===== src/design/aicd_pkg.sv =====
// ----------------------------------------------------------------------------
// A64 instruction class decoder package
// Field widths, class and subclass codes, and the result bundle.
// ----------------------------------------------------------------------------
package aicd_pkg;

    localparam int INSTR_W = 32;
    localparam int TOP_W   = 3;
    localparam int SUB_W   = 4;

    // top class codes
    localparam logic [TOP_W-1:0] TOP_UNALLOC  = 3'd0;
    localparam logic [TOP_W-1:0] TOP_DATA_IMM = 3'd1;
    localparam logic [TOP_W-1:0] TOP_BRANCH   = 3'd2;
    localparam logic [TOP_W-1:0] TOP_LDST     = 3'd3;
    localparam logic [TOP_W-1:0] TOP_DATA_REG = 3'd4;
    localparam logic [TOP_W-1:0] TOP_SIMD_FP  = 3'd5;

    localparam logic [SUB_W-1:0] SUB_NONE     = 4'd0;

    // data-processing immediate subclasses
    localparam logic [SUB_W-1:0] SUB_IMM_PCREL   = 4'd1;
    localparam logic [SUB_W-1:0] SUB_IMM_ADDSUB  = 4'd2;
    localparam logic [SUB_W-1:0] SUB_IMM_LOGICAL = 4'd3;
    localparam logic [SUB_W-1:0] SUB_IMM_MOVWIDE = 4'd4;
    localparam logic [SUB_W-1:0] SUB_IMM_BITFLD  = 4'd5;
    localparam logic [SUB_W-1:0] SUB_IMM_EXTRACT = 4'd6;

    // branch / system subclasses
    localparam logic [SUB_W-1:0] SUB_BR_COND     = 4'd1;
    localparam logic [SUB_W-1:0] SUB_BR_EXCEPT   = 4'd2;
    localparam logic [SUB_W-1:0] SUB_BR_SYSTEM   = 4'd3;
    localparam logic [SUB_W-1:0] SUB_BR_UNCD_REG = 4'd4;
    localparam logic [SUB_W-1:0] SUB_BR_UNCD_IMM = 4'd5;
    localparam logic [SUB_W-1:0] SUB_BR_CMP      = 4'd6;
    localparam logic [SUB_W-1:0] SUB_BR_TEST     = 4'd7;

    // data-processing register subclasses
    localparam logic [SUB_W-1:0] SUB_REG_LOGICAL = 4'd1;
    localparam logic [SUB_W-1:0] SUB_REG_ADDSUB  = 4'd2;
    localparam logic [SUB_W-1:0] SUB_REG_ADDEXT  = 4'd3;
    localparam logic [SUB_W-1:0] SUB_REG_CARRY   = 4'd4;
    localparam logic [SUB_W-1:0] SUB_REG_CCMPIMM = 4'd5;
    localparam logic [SUB_W-1:0] SUB_REG_CCMPREG = 4'd6;
    localparam logic [SUB_W-1:0] SUB_REG_CSEL    = 4'd7;
    localparam logic [SUB_W-1:0] SUB_REG_TWOSRC  = 4'd8;
    localparam logic [SUB_W-1:0] SUB_REG_ONESRC  = 4'd9;
    localparam logic [SUB_W-1:0] SUB_REG_THREE   = 4'd10;

    typedef struct packed {
        logic [TOP_W-1:0] top_class;
        logic [SUB_W-1:0] sub_class;
    } t_class_res;

endpackage


===== src/design/aicd_if.sv =====
// ----------------------------------------------------------------------------
// A64 instruction class decoder channels
// Valid/ready channels for instruction words and class results.
// ----------------------------------------------------------------------------
interface aicd_instr_if;
    logic                         valid;
    logic                         ready;
    logic [aicd_pkg::INSTR_W-1:0] instr_word;

    modport source (output valid, output instr_word, input ready);
    modport sink   (input valid, input instr_word, output ready);
endinterface

interface aicd_class_if;
    logic                       valid;
    logic                       ready;
    logic [aicd_pkg::TOP_W-1:0] top_class;
    logic [aicd_pkg::SUB_W-1:0] sub_class;

    modport source (output valid, output top_class, output sub_class, input ready);
    modport sink   (input valid, input top_class, input sub_class, output ready);
endinterface


===== src/design/aicd_classify.sv =====
// ----------------------------------------------------------------------------
// A64 instruction classifier
// Masked pattern decode of the top class and its subclass.
// ----------------------------------------------------------------------------
module aicd_classify (
    input  logic [aicd_pkg::INSTR_W-1:0] i_instr_word,
    output aicd_pkg::t_class_res         o_res
);

    logic [3:0]                 w_op0;
    logic [2:0]                 w_imm_op;
    logic [2:0]                 w_br_a;
    logic [3:0]                 w_br_b;
    logic                       w_p;
    logic                       w_q;
    logic [3:0]                 w_r;
    logic                       w_s;
    logic [aicd_pkg::TOP_W-1:0] w_top;
    logic [aicd_pkg::SUB_W-1:0] w_imm_sub;
    logic [aicd_pkg::SUB_W-1:0] w_br_sub;
    logic [aicd_pkg::SUB_W-1:0] w_reg_sub;

    assign w_op0    = i_instr_word[28:25];
    assign w_imm_op = i_instr_word[25:23];
    assign w_br_a   = i_instr_word[31:29];
    assign w_br_b   = i_instr_word[25:22];
    assign w_p      = i_instr_word[30];
    assign w_q      = i_instr_word[28];
    assign w_r      = i_instr_word[24:21];
    assign w_s      = i_instr_word[11];

    always_comb begin
        unique casez (w_op0)
            4'b100?: w_top = aicd_pkg::TOP_DATA_IMM;
            4'b101?: w_top = aicd_pkg::TOP_BRANCH;
            4'b?1?0: w_top = aicd_pkg::TOP_LDST;
            4'b?101: w_top = aicd_pkg::TOP_DATA_REG;
            4'b?111: w_top = aicd_pkg::TOP_SIMD_FP;
            default: w_top = aicd_pkg::TOP_UNALLOC;
        endcase
    end

    always_comb begin
        unique casez (w_imm_op)
            3'b00?:  w_imm_sub = aicd_pkg::SUB_IMM_PCREL;
            3'b01?:  w_imm_sub = aicd_pkg::SUB_IMM_ADDSUB;
            3'b100:  w_imm_sub = aicd_pkg::SUB_IMM_LOGICAL;
            3'b101:  w_imm_sub = aicd_pkg::SUB_IMM_MOVWIDE;
            3'b110:  w_imm_sub = aicd_pkg::SUB_IMM_BITFLD;
            default: w_imm_sub = aicd_pkg::SUB_IMM_EXTRACT;
        endcase
    end

    always_comb begin
        unique casez ({w_br_a, w_br_b})
            7'b010_0???: w_br_sub = aicd_pkg::SUB_BR_COND;
            7'b110_00??: w_br_sub = aicd_pkg::SUB_BR_EXCEPT;
            7'b110_0100: w_br_sub = aicd_pkg::SUB_BR_SYSTEM;
            7'b110_1???: w_br_sub = aicd_pkg::SUB_BR_UNCD_REG;
            7'b?00_????: w_br_sub = aicd_pkg::SUB_BR_UNCD_IMM;
            7'b?01_0???: w_br_sub = aicd_pkg::SUB_BR_CMP;
            7'b?01_1???: w_br_sub = aicd_pkg::SUB_BR_TEST;
            default:     w_br_sub = aicd_pkg::SUB_NONE;
        endcase
    end

    always_comb begin
        unique casez ({w_q, w_r})
            5'b0_0???: w_reg_sub = aicd_pkg::SUB_REG_LOGICAL;
            5'b0_1??0: w_reg_sub = aicd_pkg::SUB_REG_ADDSUB;
            5'b0_1??1: w_reg_sub = aicd_pkg::SUB_REG_ADDEXT;
            5'b1_0000: w_reg_sub = aicd_pkg::SUB_REG_CARRY;
            5'b1_0010: w_reg_sub = w_s ? aicd_pkg::SUB_REG_CCMPIMM
                                       : aicd_pkg::SUB_REG_CCMPREG;
            5'b1_0100: w_reg_sub = aicd_pkg::SUB_REG_CSEL;
            5'b1_0110: w_reg_sub = w_p ? aicd_pkg::SUB_REG_ONESRC
                                       : aicd_pkg::SUB_REG_TWOSRC;
            5'b1_1???: w_reg_sub = aicd_pkg::SUB_REG_THREE;
            default:   w_reg_sub = aicd_pkg::SUB_NONE;
        endcase
    end

    always_comb begin
        o_res.top_class = w_top;
        case (w_top)
            aicd_pkg::TOP_DATA_IMM: o_res.sub_class = w_imm_sub;
            aicd_pkg::TOP_BRANCH:   o_res.sub_class = w_br_sub;
            aicd_pkg::TOP_DATA_REG: o_res.sub_class = w_reg_sub;
            default:                o_res.sub_class = aicd_pkg::SUB_NONE;
        endcase
    end

endmodule


===== src/design/a64_instruction_class_decoder_core.sv =====
// ----------------------------------------------------------------------------
// A64 instruction class decoder core
// An accepted word is held in the input register and classified combinationally
// into the result register. Throughput: one instruction word per cycle unless
// o_out stalls, set by the two-register pipeline.
// Reset: synchronous active-low i_rst_n clears both stage valid bits; no
// clearing pass, input ready in the first cycle after reset.
// ----------------------------------------------------------------------------
module a64_instruction_class_decoder_core (
    input  logic         i_clk,
    input  logic         i_rst_n,
    aicd_instr_if.sink   i_in,
    aicd_class_if.source o_out
);

    logic                         r_s1_valid;
    logic [aicd_pkg::INSTR_W-1:0] r_s1_word;
    logic                         r_out_valid;
    aicd_pkg::t_class_res         r_out_res;
    aicd_pkg::t_class_res         n_out_res;
    logic                         w_s1_move;
    logic                         w_in_xfer;

    assign w_s1_move = !r_out_valid || o_out.ready;
    assign i_in.ready = !r_s1_valid || w_s1_move;
    assign w_in_xfer  = i_in.valid && i_in.ready;

    aicd_classify u_classify (
        .i_instr_word (r_s1_word),
        .o_res        (n_out_res)
    );

    always_ff @(posedge i_clk) begin
        if (!i_rst_n) begin
            r_s1_valid  <= 1'b0;
            r_out_valid <= 1'b0;
        end else begin
            if (i_in.ready) begin
                r_s1_valid <= i_in.valid;
            end
            if (w_s1_move) begin
                r_out_valid <= r_s1_valid;
            end
        end
    end

    always_ff @(posedge i_clk) begin
        if (w_in_xfer) begin
            r_s1_word <= i_in.instr_word;
        end
        if (w_s1_move && r_s1_valid) begin
            r_out_res <= n_out_res;
        end
    end

    assign o_out.valid     = r_out_valid;
    assign o_out.top_class = r_out_res.top_class;
    assign o_out.sub_class = r_out_res.sub_class;

    a_in_to_s1: assert property (@(posedge i_clk) disable iff (!i_rst_n)
        w_in_xfer |=> r_s1_valid)
        else $error("accepted word missing from input stage");

    a_top_range: assert property (@(posedge i_clk) disable iff (!i_rst_n)
        r_out_valid |-> (r_out_res.top_class <= aicd_pkg::TOP_SIMD_FP))
        else $error("top class out of range");

    a_sub_class_owner: assert property (@(posedge i_clk) disable iff (!i_rst_n)
        (r_out_valid && r_out_res.sub_class != aicd_pkg::SUB_NONE) |->
        (r_out_res.top_class == aicd_pkg::TOP_DATA_IMM ||
         r_out_res.top_class == aicd_pkg::TOP_BRANCH ||
         r_out_res.top_class == aicd_pkg::TOP_DATA_REG))
        else $error("subclass on a class without subclasses");

    a_imm_has_sub: assert property (@(posedge i_clk) disable iff (!i_rst_n)
        (r_out_valid && r_out_res.top_class == aicd_pkg::TOP_DATA_IMM) |->
        (r_out_res.sub_class != aicd_pkg::SUB_NONE))
        else $error("data immediate word without subclass");

endmodule

===== src/flat_wrapper.sv =====
// flat-port wrapper written by rule: the top's interface ports become plain ports
module a64_instruction_class_decoder_core_flat 
  (i_clk, i_rst_n, i_in_valid, i_in_instr_word, i_in_ready, o_out_valid, o_out_top_class, o_out_sub_class, o_out_ready);
  aicd_instr_if i_in_i ();
  aicd_class_if o_out_i ();
  input  logic i_clk;
  input  logic i_rst_n;
  input wire logic [$bits(i_in_i.valid)-1:0] i_in_valid;
  input wire logic [$bits(i_in_i.instr_word)-1:0] i_in_instr_word;
  output wire logic [$bits(i_in_i.ready)-1:0] i_in_ready;
  output wire logic [$bits(o_out_i.valid)-1:0] o_out_valid;
  output wire logic [$bits(o_out_i.top_class)-1:0] o_out_top_class;
  output wire logic [$bits(o_out_i.sub_class)-1:0] o_out_sub_class;
  input wire logic [$bits(o_out_i.ready)-1:0] o_out_ready;
  assign i_in_i.valid = i_in_valid;
  assign i_in_i.instr_word = i_in_instr_word;
  assign i_in_ready = i_in_i.ready;
  assign o_out_valid = o_out_i.valid;
  assign o_out_top_class = o_out_i.top_class;
  assign o_out_sub_class = o_out_i.sub_class;
  assign o_out_i.ready = o_out_ready;
  a64_instruction_class_decoder_core u_core (.i_clk(i_clk), .i_rst_n(i_rst_n), .i_in(i_in_i), .o_out(o_out_i));
endmodule

===== config.mk =====
export PLATFORM = sky130hd
export DESIGN_NAME = a64_instruction_class_decoder_core_flat
export DESIGN_NICKNAME = d
export VERILOG_FILES = /design/src/design/aicd_pkg.sv /design/src/design/aicd_if.sv /design/src/design/aicd_classify.sv /design/src/design/a64_instruction_class_decoder_core.sv /design/src/flat_wrapper.sv
export SDC_FILE = /design/constraint.sdc
export NUM_CORES = 1
export LEC_CHECK = 0
export BUFFER_PORTS_ARGS = -buffer_cell sky130_fd_sc_hd__buf_2
export CORE_MARGIN = 4
export CORE_UTILIZATION = 40
export CTS_CLUSTER_DIAMETER = 150
export CTS_CLUSTER_SIZE = 12
export DETAILED_ROUTE_END_ITERATION = 6
export PLACE_DENSITY_LB_ADDON = 0.12
export SLEW_MARGIN = 20
export SYNTH_ARGS = -nofsm -noshare
export SYNTH_HDL_FRONTEND = slang
export SYNTH_SLANG_ARGS = --single-unit

===== constraint.sdc =====
create_clock -name i_clk -period 1.15 [get_ports i_clk]
set_input_delay 0.0575 -clock i_clk [delete_from_list [all_inputs] [get_ports i_clk]]
set_output_delay 0.0575 -clock i_clk [all_outputs]
set_load 0.005 [all_outputs]

==> out/metrics.csv, run 1 <==
stage,metric,value,unit
routing,dr.first_iter.drc_count,8,
place,pre_cts_ws,-0.204,ns
timing,hold_viol_final,0,
final_layout,layout-drive-gt1-share,43.5,%
setup_path,critical_path_required,1.21,ns
timing,rsz0062_at_grt,true,
floorplanning,rows,17,
setup_path,cp_max_fo,5,
power,power_density,1050,nW/um^2
synthesis,synth_area_leaders,"edfxtp_1 (59%), dfxtp_1 (4.2%), nor2_1 (3.1%)",
synthesis,ys_types,30,
routing,vias,749,
status,violations,negative setup slack,
routing,wl_per_cell,11.8,microns
setup_path,crit_arrival,1.39,ns
routing,drc,0,
setup_path,cp-end-kind,register,
floorplanning,dieArea,3250,sq um
setup_path,path_class,reg2reg,
routing,drt-total-wl,1.87,mm
synthesis,postSynthCellCount,76,
synthesis,synth.yosys.seq_area_share,63.6,%
worst_hold_path,hold_path.startpoint,i_in_valid,
clock_network,clkSinkCount,21,
worst_hold_path,hold_depth,3,
clock_network,clk_latency,0.30,ns
flow_run,cap_violations,0,
timing,worst_slack,-0.178,ns
setup_path,crit_path_start,u_core.r_s1_word[22],
status,status,"finished, violations left",
final_layout,areaGrowthSynthToFinish,50.1,%
grt,antenna_found_initial,0,
clock_network,cts_tree,built,
power,ir_worst_vdd,917,uV
final_layout,n_antenna_cell,0,
final_layout,final_common_cell,buf_2,
grt,grt-ovfl-total,0,
routing,ant_nets,0,
grt,grt_pass1_vias,755,
clock_network,htreeDepth,1,
grt,grt_pass1_wl,3.28,mm
timing,fin_skew,0.00743,ns
power,p_leak,0.000618,uW
synthesis,synthesis.area,960,sq um
setup_path,reg2regPathDepth,4,
floorplanning,start_util,42.6,%
grt,grt_max_degree,13,
floorplanning,die_y,57.0,microns
place,hpwl,1.38,mm
floorplanning,core_area,2250,sq um
setup_path,cpPeakStageDelay,0.42,ns
place,globalplace.congestion,0.840,
routing,dr.pass1.iters,4,
timing,finalMaxSlewViolations,0,
final_layout,finalCoreUtilization,63.9,%
synthesis,synthArstFlopShare,0,%
setup_path,crit_path_start_kind,register,
synthesis,synth_ff_type,edfxtp_1,
setup_path,reg2reg_to,u_core.o_out.sub_class[1],
place,place_area,1200,sq um
setup_path,r2r-start,u_core.r_s1_word[22],
final_layout,design_area,1440,sq um
floorplanning,die_w,57.0,microns
timing,hold_ws,0.0201,ns
timing,period_minus_slack,1.33,ns
synthesis,avgSynthCellArea,12.6,sq um
synthesis,yosysWarningCount,0,
final_layout,fin_nets,168,
setup_path,critical_path.cell_chain,buf_4 -> mux2_4 -> a31oi_1 -> o31ai_1,
floorplanning,pin_count,45,
synthesis,synth_top_cell_by_area,edfxtp_1,
synthesis,ys_ff_latch,21,
grt,gr-usage-all-layers,12.8,%
routing,via_per_inst,4.71,
power,finalPower,1510,uW
clock_network,cts.clk_slew.worst_paths,0.12,ns
synthesis,synth.top_cell.area_share,59.5,%
clock_network,cts_inserted_buffers,3,
worst_hold_path,hold_path_end,u_core.r_s1_valid,
timing,tightest_slew,0.231,ns
place,port_buffers,24,
timing,slew_headroom,84.4,%
synthesis,synth_edf_count,19,
worst_hold_path,min_path_type,in2reg,
clock_network,root_buffer,clkbuf_4,
timing,max_freq,753,MHz
timing,finalSetupViolCount,3,
timing,finalCritPeriodShare,116,%
final_layout,final_cell_mix,"buf_2 (24), edfxtp_1 (19), dlygate4sd3_1 (13)",
clock_network,clockBufferDepth,2,
synthesis,synth_fp_nets,112,
setup_path,critPathSlowestCell,edfxtp_1,
setup_path,ff2ff_setup_slack,-0.18,ns
-- per-layer routing --
metal	global-route usage (%)	share of wire (%)	vias to the layer above
met4	3.97	0.91	0
met5	0	0	-
li1	-	-	387
met3	2.94	4.2	2
met1	16.1	44	347
met2	22.0	51	13
-- worst max-delay path by stage --
stage,endpoint,slack (ns),depth (start not counted)
floorplan,u_core.o_out.sub_class[1],-0.09,4
global placement,u_core.o_out.sub_class[2],-0.18,4
detailed placement,u_core.o_out.sub_class[1],-0.20,4
CTS,u_core.o_out.sub_class[1],-0.18,4
global route,u_core.o_out.sub_class[0],-0.24,5
finish,u_core.o_out.sub_class[1],-0.18,4
-- Yosys cell counts, types with 2 or more instances --
master / number
a31oi_1: 2
dfxtp_1: 2
edfxtp_1: 19
buf_4: 2
nand2_1: 3
a21oi_1: 3
nand2b_1: 3
nor2_1: 8
inv_1: 6
nor2b_1: 3
o21a_1: 2
a22oi_1: 2
o21ai_0: 4
-- flip-flops by register name, indices dropped and copies added (netlist names) --
signal and cells:
u_core.r_s1_word 12, u_core.o_out.sub_class 4, u_core.o_out.top_class 3, u_core.o_out.valid 1, u_core.r_s1_valid 1
-- per-stage QoR --
step	cells	TNS, ns
floorplan	76	-0.114
global placement	139	-0.581
detailed placement	139	-1.18
CTS	159	-0.492
global route	159	-0.813
finish	159	-0.453
-- layout make-up --
type / instances / area (sq um)
Fill cell: 197 / 815
Sequential cell: 21 / 612
Timing Repair Buffer: 54 / 397
Multi-Input combinational cell: 46 / 347
Tap cell: 28 / 35.0
Clock buffer: 3 / 22.5
Inverter: 6 / 22.5
Clock inverter: 1 / 5.00
-- worst max-delay path, delay by kind of cell, from the launching register on --
kind	cells	cell delay [ns]
multiplexers	1	0.29
buffers and inverters	1	0.18
flip-flops	1	0.42
AO/OA/AOI/OAI	2	0.21
-- where the power goes --
| group | internal [uW] | switching (uW) |
|---|---|---|
| Combinational | 148 | 101 |
| Sequential | 882 | 27.6 |
| Clock | 129 | 223 |
| Total | 1160 | 351 |
-- cell families after synthesis --
kind of cell           count (synthesis)  synth area share, %
flip-flops                            21                 63.6
buffers and inverters                  9                 5.08
AO/OA/AOI/OAI                         19                 14.0
multiplexers                           2                 2.61
XOR/XNOR                               1                0.913
AND/OR/NAND/NOR                       24                 13.8
-- timing repair --
| item | CTS | global route |
|---|---|---|
| pin swaps | 5 | 3 |
| hold endpoints to repair | 14 | 0 |
| hold buffers | 13 | 0 |
| gates resized for setup | 7 | 7 |
| setup endpoints to repair | 24 | 25 |
| buffers inserted | 3 | 0 |
(Power assumes the default switching activity.)
==> inputs of run 2 (changes only) <==
--- a/config.mk
+++ b/config.mk
@@ -8,5 +8,5 @@
 export BUFFER_PORTS_ARGS = -buffer_cell sky130_fd_sc_hd__buf_2
 export CORE_MARGIN = 4
-export CORE_UTILIZATION = 40
+export CORE_UTILIZATION = 45
 export CTS_CLUSTER_DIAMETER = 150
 export CTS_CLUSTER_SIZE = 12
==> constraint.sdc (replaced) <==
create_clock -name i_clk -period 1.3 [get_ports i_clk]
set_input_delay 0.065 -clock i_clk [delete_from_list [all_inputs] [get_ports i_clk]]
set_output_delay 0.065 -clock i_clk [all_outputs]
set_load 0.05 [all_outputs]
==> out/metrics.csv, run 2 (same netlist as run 1, synthesis figures left out) <==
stage,metric,value,unit
power,switching_share,25.0,%
floorplanning,start_util,47.9,%
place,hpwl,1.30,mm
final_layout,fin_nets,162,
routing,dr.first_iter.drc_count,17,
final_layout,final_common_cell,buf_2,
power,combinationalPowerShare,18.1,%
timing,tightest_slew,0.285,ns
place,port_buffers,24,
clock_network,cts_inserted_buffers,3,
setup_path,crit_path_end,u_core.o_out.sub_class[1],
power,switching_power,338,uW
power,p_leak,0.000590,uW
routing,dr.pass1.iters,5,
routing,vias,746,
floorplanning,die_y,54.2,microns
timing,worst_slack,-0.106,ns
power,internal_power,1020,uW
timing,max_freq,711,MHz
setup_path,ff2ff_setup_slack,-0.11,ns
final_layout,design_area,1380,sq um
place,globalplace.congestion,0.866,
status,status,"finished, violations left",
floorplanning,rows,16,
setup_path,crit_path_start,u_core.r_s1_word[23],
grt,grt_pass1_vias,753,
flow_run,cap_violations,0,
setup_path,cp-end-kind,register,
clock_network,root_buffer,clkbuf_4,
final_layout,final_cell_mix,"buf_2 (24), edfxtp_1 (19), dlygate4sd3_1 (13)",
power,power_frac_seq,59.7,%
clock_network,htreeDepth,1,
final_layout,largest_reg_flops,12,
power,ir_worst_vdd,774,uV
routing,ant_nets,0,
setup_path,path_class,reg2reg,
timing,slew_headroom,80.8,%
timing,hold_viol_final,0,
place,pre_cts_ws,-0.0909,ns
routing,drt-total-wl,1.93,mm
timing,period_minus_slack,1.41,ns
grt,gr-usage-all-layers,14.9,%
final_layout,areaGrowthSynthToFinish,43.9,%
setup_path,r2r-start,u_core.r_s1_word[23],
status,violations,negative setup slack,
routing,wl_per_cell,12.7,microns
grt,antenna_found_initial,0,
clock_network,cts_tree,built,
routing,via_per_inst,4.91,
final_layout,largest_register,u_core.r_s1_word,
setup_path,cp_max_fo,7,
worst_hold_path,min_path_type,in2reg,
clock_network,clockBufferDepth,2,
grt,grt_max_degree,13,
timing,finalCritPeriodShare,108,%
setup_path,crit_arrival,1.46,ns
grt,grt-ovfl-total,0,
grt,grt_pass1_wl,3.08,mm
final_layout,n_antenna_cell,0,
routing,drc,0,
final_layout,nFillCells,160,
setup_path,crit_path_start_kind,register,
timing,rsz0062_at_grt,true,
setup_path,reg2regPathDepth,5,
timing,finalSetupViolCount,2,
floorplanning,die_w,54.2,microns
final_layout,layout-drive-gt1-share,40.8,%
power,pwr-share-clk,22.2,%
clock_network,clkSinkCount,21,
setup_path,reg2reg_to,u_core.o_out.sub_class[1],
floorplanning,dieArea,2940,sq um
floorplanning,pin_count,45,
power,power_density,981,nW/um^2
floorplanning,core_area,2000,sq um
place,place_area,1170,sq um
setup_path,critical_path_required,1.35,ns
clock_network,cts.clk_slew.worst_paths,0.11,ns
timing,fin_skew,0.00113,ns
timing,finalMaxSlewViolations,0,
clock_network,clk_latency,0.29,ns
==> run 2: how the worst min path moves through the flow <==
stage,from,endpoint,slack [ns],cells after the start
finish,i_in_valid,u_core.r_s1_valid,0.02,3
global route,i_in_valid,u_core.r_s1_valid,0.05,3
CTS,i_in_valid,u_core.r_s1_valid,0.009,3
detailed placement,i_in_instr_word[21],u_core.r_s1_word[21],0.24,1
global placement,i_in_instr_word[23],u_core.r_s1_word[23],0.24,1
floorplan,i_in_instr_word[11],u_core.r_s1_word[11],0.16,0
==> run 2: critical path, cell delays in order, from the launching register on <==
cell      delay (ns)
edfxtp_1        0.53
buf_6           0.18
nor2b_4         0.12
xnor2_2         0.08
a22oi_2         0.16
o31ai_1         0.09
==> run 2: through the flow <==
stage / total power [uW] / util, % / TNS (ns) / hold WS, ns / cells
after global routing: 1430 / 69.0 / -0.338 / 0.0511 / 152
final: 1350 / 69.0 / -0.154 / 0.0193 / 152
after detailed placement: 1020 / 58.4 / -0.0936 / 0.243 / 132
after global placement: 1010 / 58.4 / -0.0648 / 0.241 / 132
after floorplan: 953 / - / 0 / 0.164 / 76
after CTS: 1360 / 67.3 / -0.134 / 0.00925 / 151
==> run 2: cell type report <==
type                       instances  area, sq um  share of cell area (%)
clock buffer                       4         26.3                    1.90
sequential                        21          614                    44.5
timing repair buffer              48          340                    24.6
tap                               27         33.8                    2.45
multi-input combinational         46          344                    24.9
inverter                           6         22.5                    1.63
==> run 2: what timing repair did <==
action,CTS,global route
hold buffers,13,0
pin swaps,2,9
endpoints found under the hold margin,14,0
setup endpoints to repair,2,4
setup buffers,2,2
resized for setup,2,6
==> run 2: metal layers <==
| layer | up-vias | part of all wire (%) | GRT usage [%] |
|---|---|---|---|
| met5 | - | 0 | 0 |
| met4 | 0 | 1.4 | 6.22 |
| met3 | 4 | 3.8 | 3.32 |
| met2 | 20 | 57 | 27.5 |
| met1 | 346 | 38 | 16.1 |
| li1 | 376 | - | - |
==> run 2: power groups by stage <==
stage | clock [uW] | sequential [uW] | combinational, uW
2_1_floorplan | 0 | 861 | 91.4
3_3_place_gp | 0 | 822 | 191
3_5_place_dp | 0 | 824 | 196
4_1_cts | 317 | 808 | 233
5_1_grt | 351 | 814 | 267
6_report | 300 | 809 | 246
==> inputs of run 3 (changes only) <==
- BUFFER_PORTS_ARGS: -buffer_cell sky130_fd_sc_hd__buf_2 -> -buffer_cell sky130_fd_sc_hd__buf_4
- CAP_MARGIN: unset -> 20
==> out/metrics.csv, run 3 (same netlist as run 1, synthesis figures left out) <==
stage,metric,value,unit
grt,grt-ovfl-total,0,
floorplanning,dieArea,2940,sq um
timing,finalSetupViolCount,2,
setup_path,critical_path.cell_chain,buf_6 -> buf_6 -> nor2b_4 -> xnor2_1 -> a22oi_1 -> o31ai_1,
final_layout,multi_input_area,328,sq um
timing,worst_slack,-0.0858,ns
worst_hold_path,min_path_type,in2reg,
final_layout,nFillCells,130,
routing,dr.pass1.iters,4,
place,globalplace.congestion,0.833,
final_layout,layout-drive-gt1-share,39.4,%
floorplanning,die_y,54.2,microns
setup_path,ff2ff_setup_slack,-0.09,ns
final_layout,final_common_cell,buf_4,
clock_network,cts_tree,built,
setup_path,critical_path_required,1.35,ns
routing,wl_per_cell,12.3,microns
floorplanning,start_util,47.9,%
grt,gr-usage-all-layers,14.1,%
timing,finalMaxSlewViolations,0,
clock_network,root_buffer,clkbuf_4,
clock_network,cts.clk_slew.worst_paths,0.11,ns
power,power_frac_seq,58.5,%
clock_network,clkSinkCount,21,
final_layout,largest_reg_flops,12,
routing,drt-total-wl,1.90,mm
setup_path,r2r-start,u_core.r_s1_word[23],
place,hpwl,1.31,mm
timing,timing.setup.tns,-0.137,ns
grt,grt_pass1_wl,2.96,mm
power,p_leak,0.000617,uW
setup_path,cp-end-kind,register,
place,dp_cells,131,
routing,vias,762,
setup_path,cp_max_fo,6,
setup_path,critPathSlowestCell,edfxtp_1,
floorplanning,core_area,2000,sq um
setup_path,crit_arrival,1.44,ns
floorplanning,rows,16,
power,internal_power,1040,uW
final_layout,areaGrowthSynthToFinish,50.8,%
final_layout,largest_register,u_core.r_s1_word,
setup_path,crit_cells,6,
timing,period_minus_slack,1.39,ns
power,finalPower,1380,uW
setup_path,crit_path_start,u_core.r_s1_word[23],
grt,grt_max_degree,13,
setup_path,crit_path_start_kind,register,
status,violations,negative setup slack,
timing,fin_skew,0.00912,ns
final_layout,regArea,614,sq um
final_layout,final_cell_mix,"buf_4 (33), edfxtp_1 (19), dlygate4sd3_1 (13)",
timing,max_freq,722,MHz
setup_path,cp_num_buf_inv,2,
clock_network,htreeDepth,1,
routing,via_per_inst,4.95,
floorplanning,pin_count,45,
power,switching_share,24.4,%
routing,drc,0,
timing,slew_headroom,83.2,%
status,status,"finished, violations left",
setup_path,reg2regPathDepth,6,
final_layout,fin_nets,164,
power,pwr-share-clk,21.7,%
clock_network,cts_inserted_buffers,3,
timing,tightest_slew,0.251,ns
power,ir_worst_vdd,621,uV
setup_path,path_delay_family,flip-flops,
setup_path,cpPeakStageDelay,0.43,ns
power,power_density,950,nW/um^2
floorplanning,die_w,54.2,microns
setup_path,path_class,reg2reg,
power,switching_power,336,uW
setup_path,crit_path_end,u_core.o_out.sub_class[1],
power,combinationalPowerShare,19.8,%
final_layout,fin_cells,154,
grt,antenna_found_initial,0,
timing,finalCritPeriodShare,107,%
setup_path,reg2reg_to,u_core.o_out.sub_class[1],
routing,dr.first_iter.drc_count,15,
timing,rsz0062_at_grt,true,
final_layout,n_antenna_cell,0,
setup_path,crit_top_cell,buf_6,
timing,hold_viol_final,0,
place,port_buffers,24,
grt,grt_pass1_vias,710,
clock_network,clk_latency,0.29,ns
routing,ant_nets,0,
flow_run,cap_violations,0,
clock_network,clockBufferDepth,2,
[run 3: cell types whose count changed in the layout (fill, tap and decap cells not counted), sizes merged]
cell,delta
buf,+2
[run 3: power by group through the flow]
stage	clock, uW	sequential [uW]	combinational [uW]
6_report	298	805	273
3_5_place_dp	0	825	214
5_1_grt	347	809	295
4_1_cts	310	809	252
3_3_place_gp	0	823	209
2_1_floorplan	0	861	91.4
[run 3: cell type report]
class | instances | area share [%]
tap | 27 | 2.33
inverter | 6 | 1.56
clock buffer | 4 | 1.82
sequential | 21 | 42.4
timing repair buffer | 50 | 29.2
multi-input combinational | 46 | 22.6
[run 3: tightest hold or removal path: stages]
cell and delay, ns:
buf_4 0.09, a21oi_1 0.04, nor2b_1 0.10
[run 3: per-stage QoR]
stage	utilization (%)	hold WS (ns)	setup slack [ns]	instance area [sq um]
CTS	69.8	0.0182	-0.0535	1400
global placement	61.0	0.243	-0.0774	1220
detailed placement	61.0	0.244	-0.105	1220
floorplan	-	0.164	0.0305	981
finish	72.3	0.0355	-0.0858	1450
global route	72.3	0.0588	-0.154	1450
[run 3: worst min-delay path by stage]
stage	from	to	slack, ns	depth (start not counted)
after floorplan	i_in_instr_word[11]	u_core.r_s1_word[11]	0.16	0
final	i_in_valid	u_core.r_s1_valid	0.04	3
after global routing	i_in_valid	u_core.r_s1_valid	0.06	3
after global placement	i_in_instr_word[23]	u_core.r_s1_word[23]	0.24	1
after CTS	i_in_valid	u_core.r_s1_valid	0.02	3
after detailed placement	i_in_instr_word[25]	u_core.r_s1_word[25]	0.24	1
[run 3: routing by layer]
metal / vias to the layer above / global-route usage [%] / wire length (microns)
met3: 2 / 2.49 / 74
li1: 383 / - / -
met1: 363 / 16.1 / 789
met5: - / 0 / 0
met2: 14 / 25.3 / 1030
met4: 0 / 6.22 / 8
[run 3: repair_timing]
action | CTS | global route
pin swaps | 2 | 4
endpoints found under the setup margin | 4 | 4
hold buffers | 13 | 0
cloned | 0 | 0
resized for setup | 2 | 4
endpoints found under the hold margin | 14 | 0
buffers inserted | 1 | 5
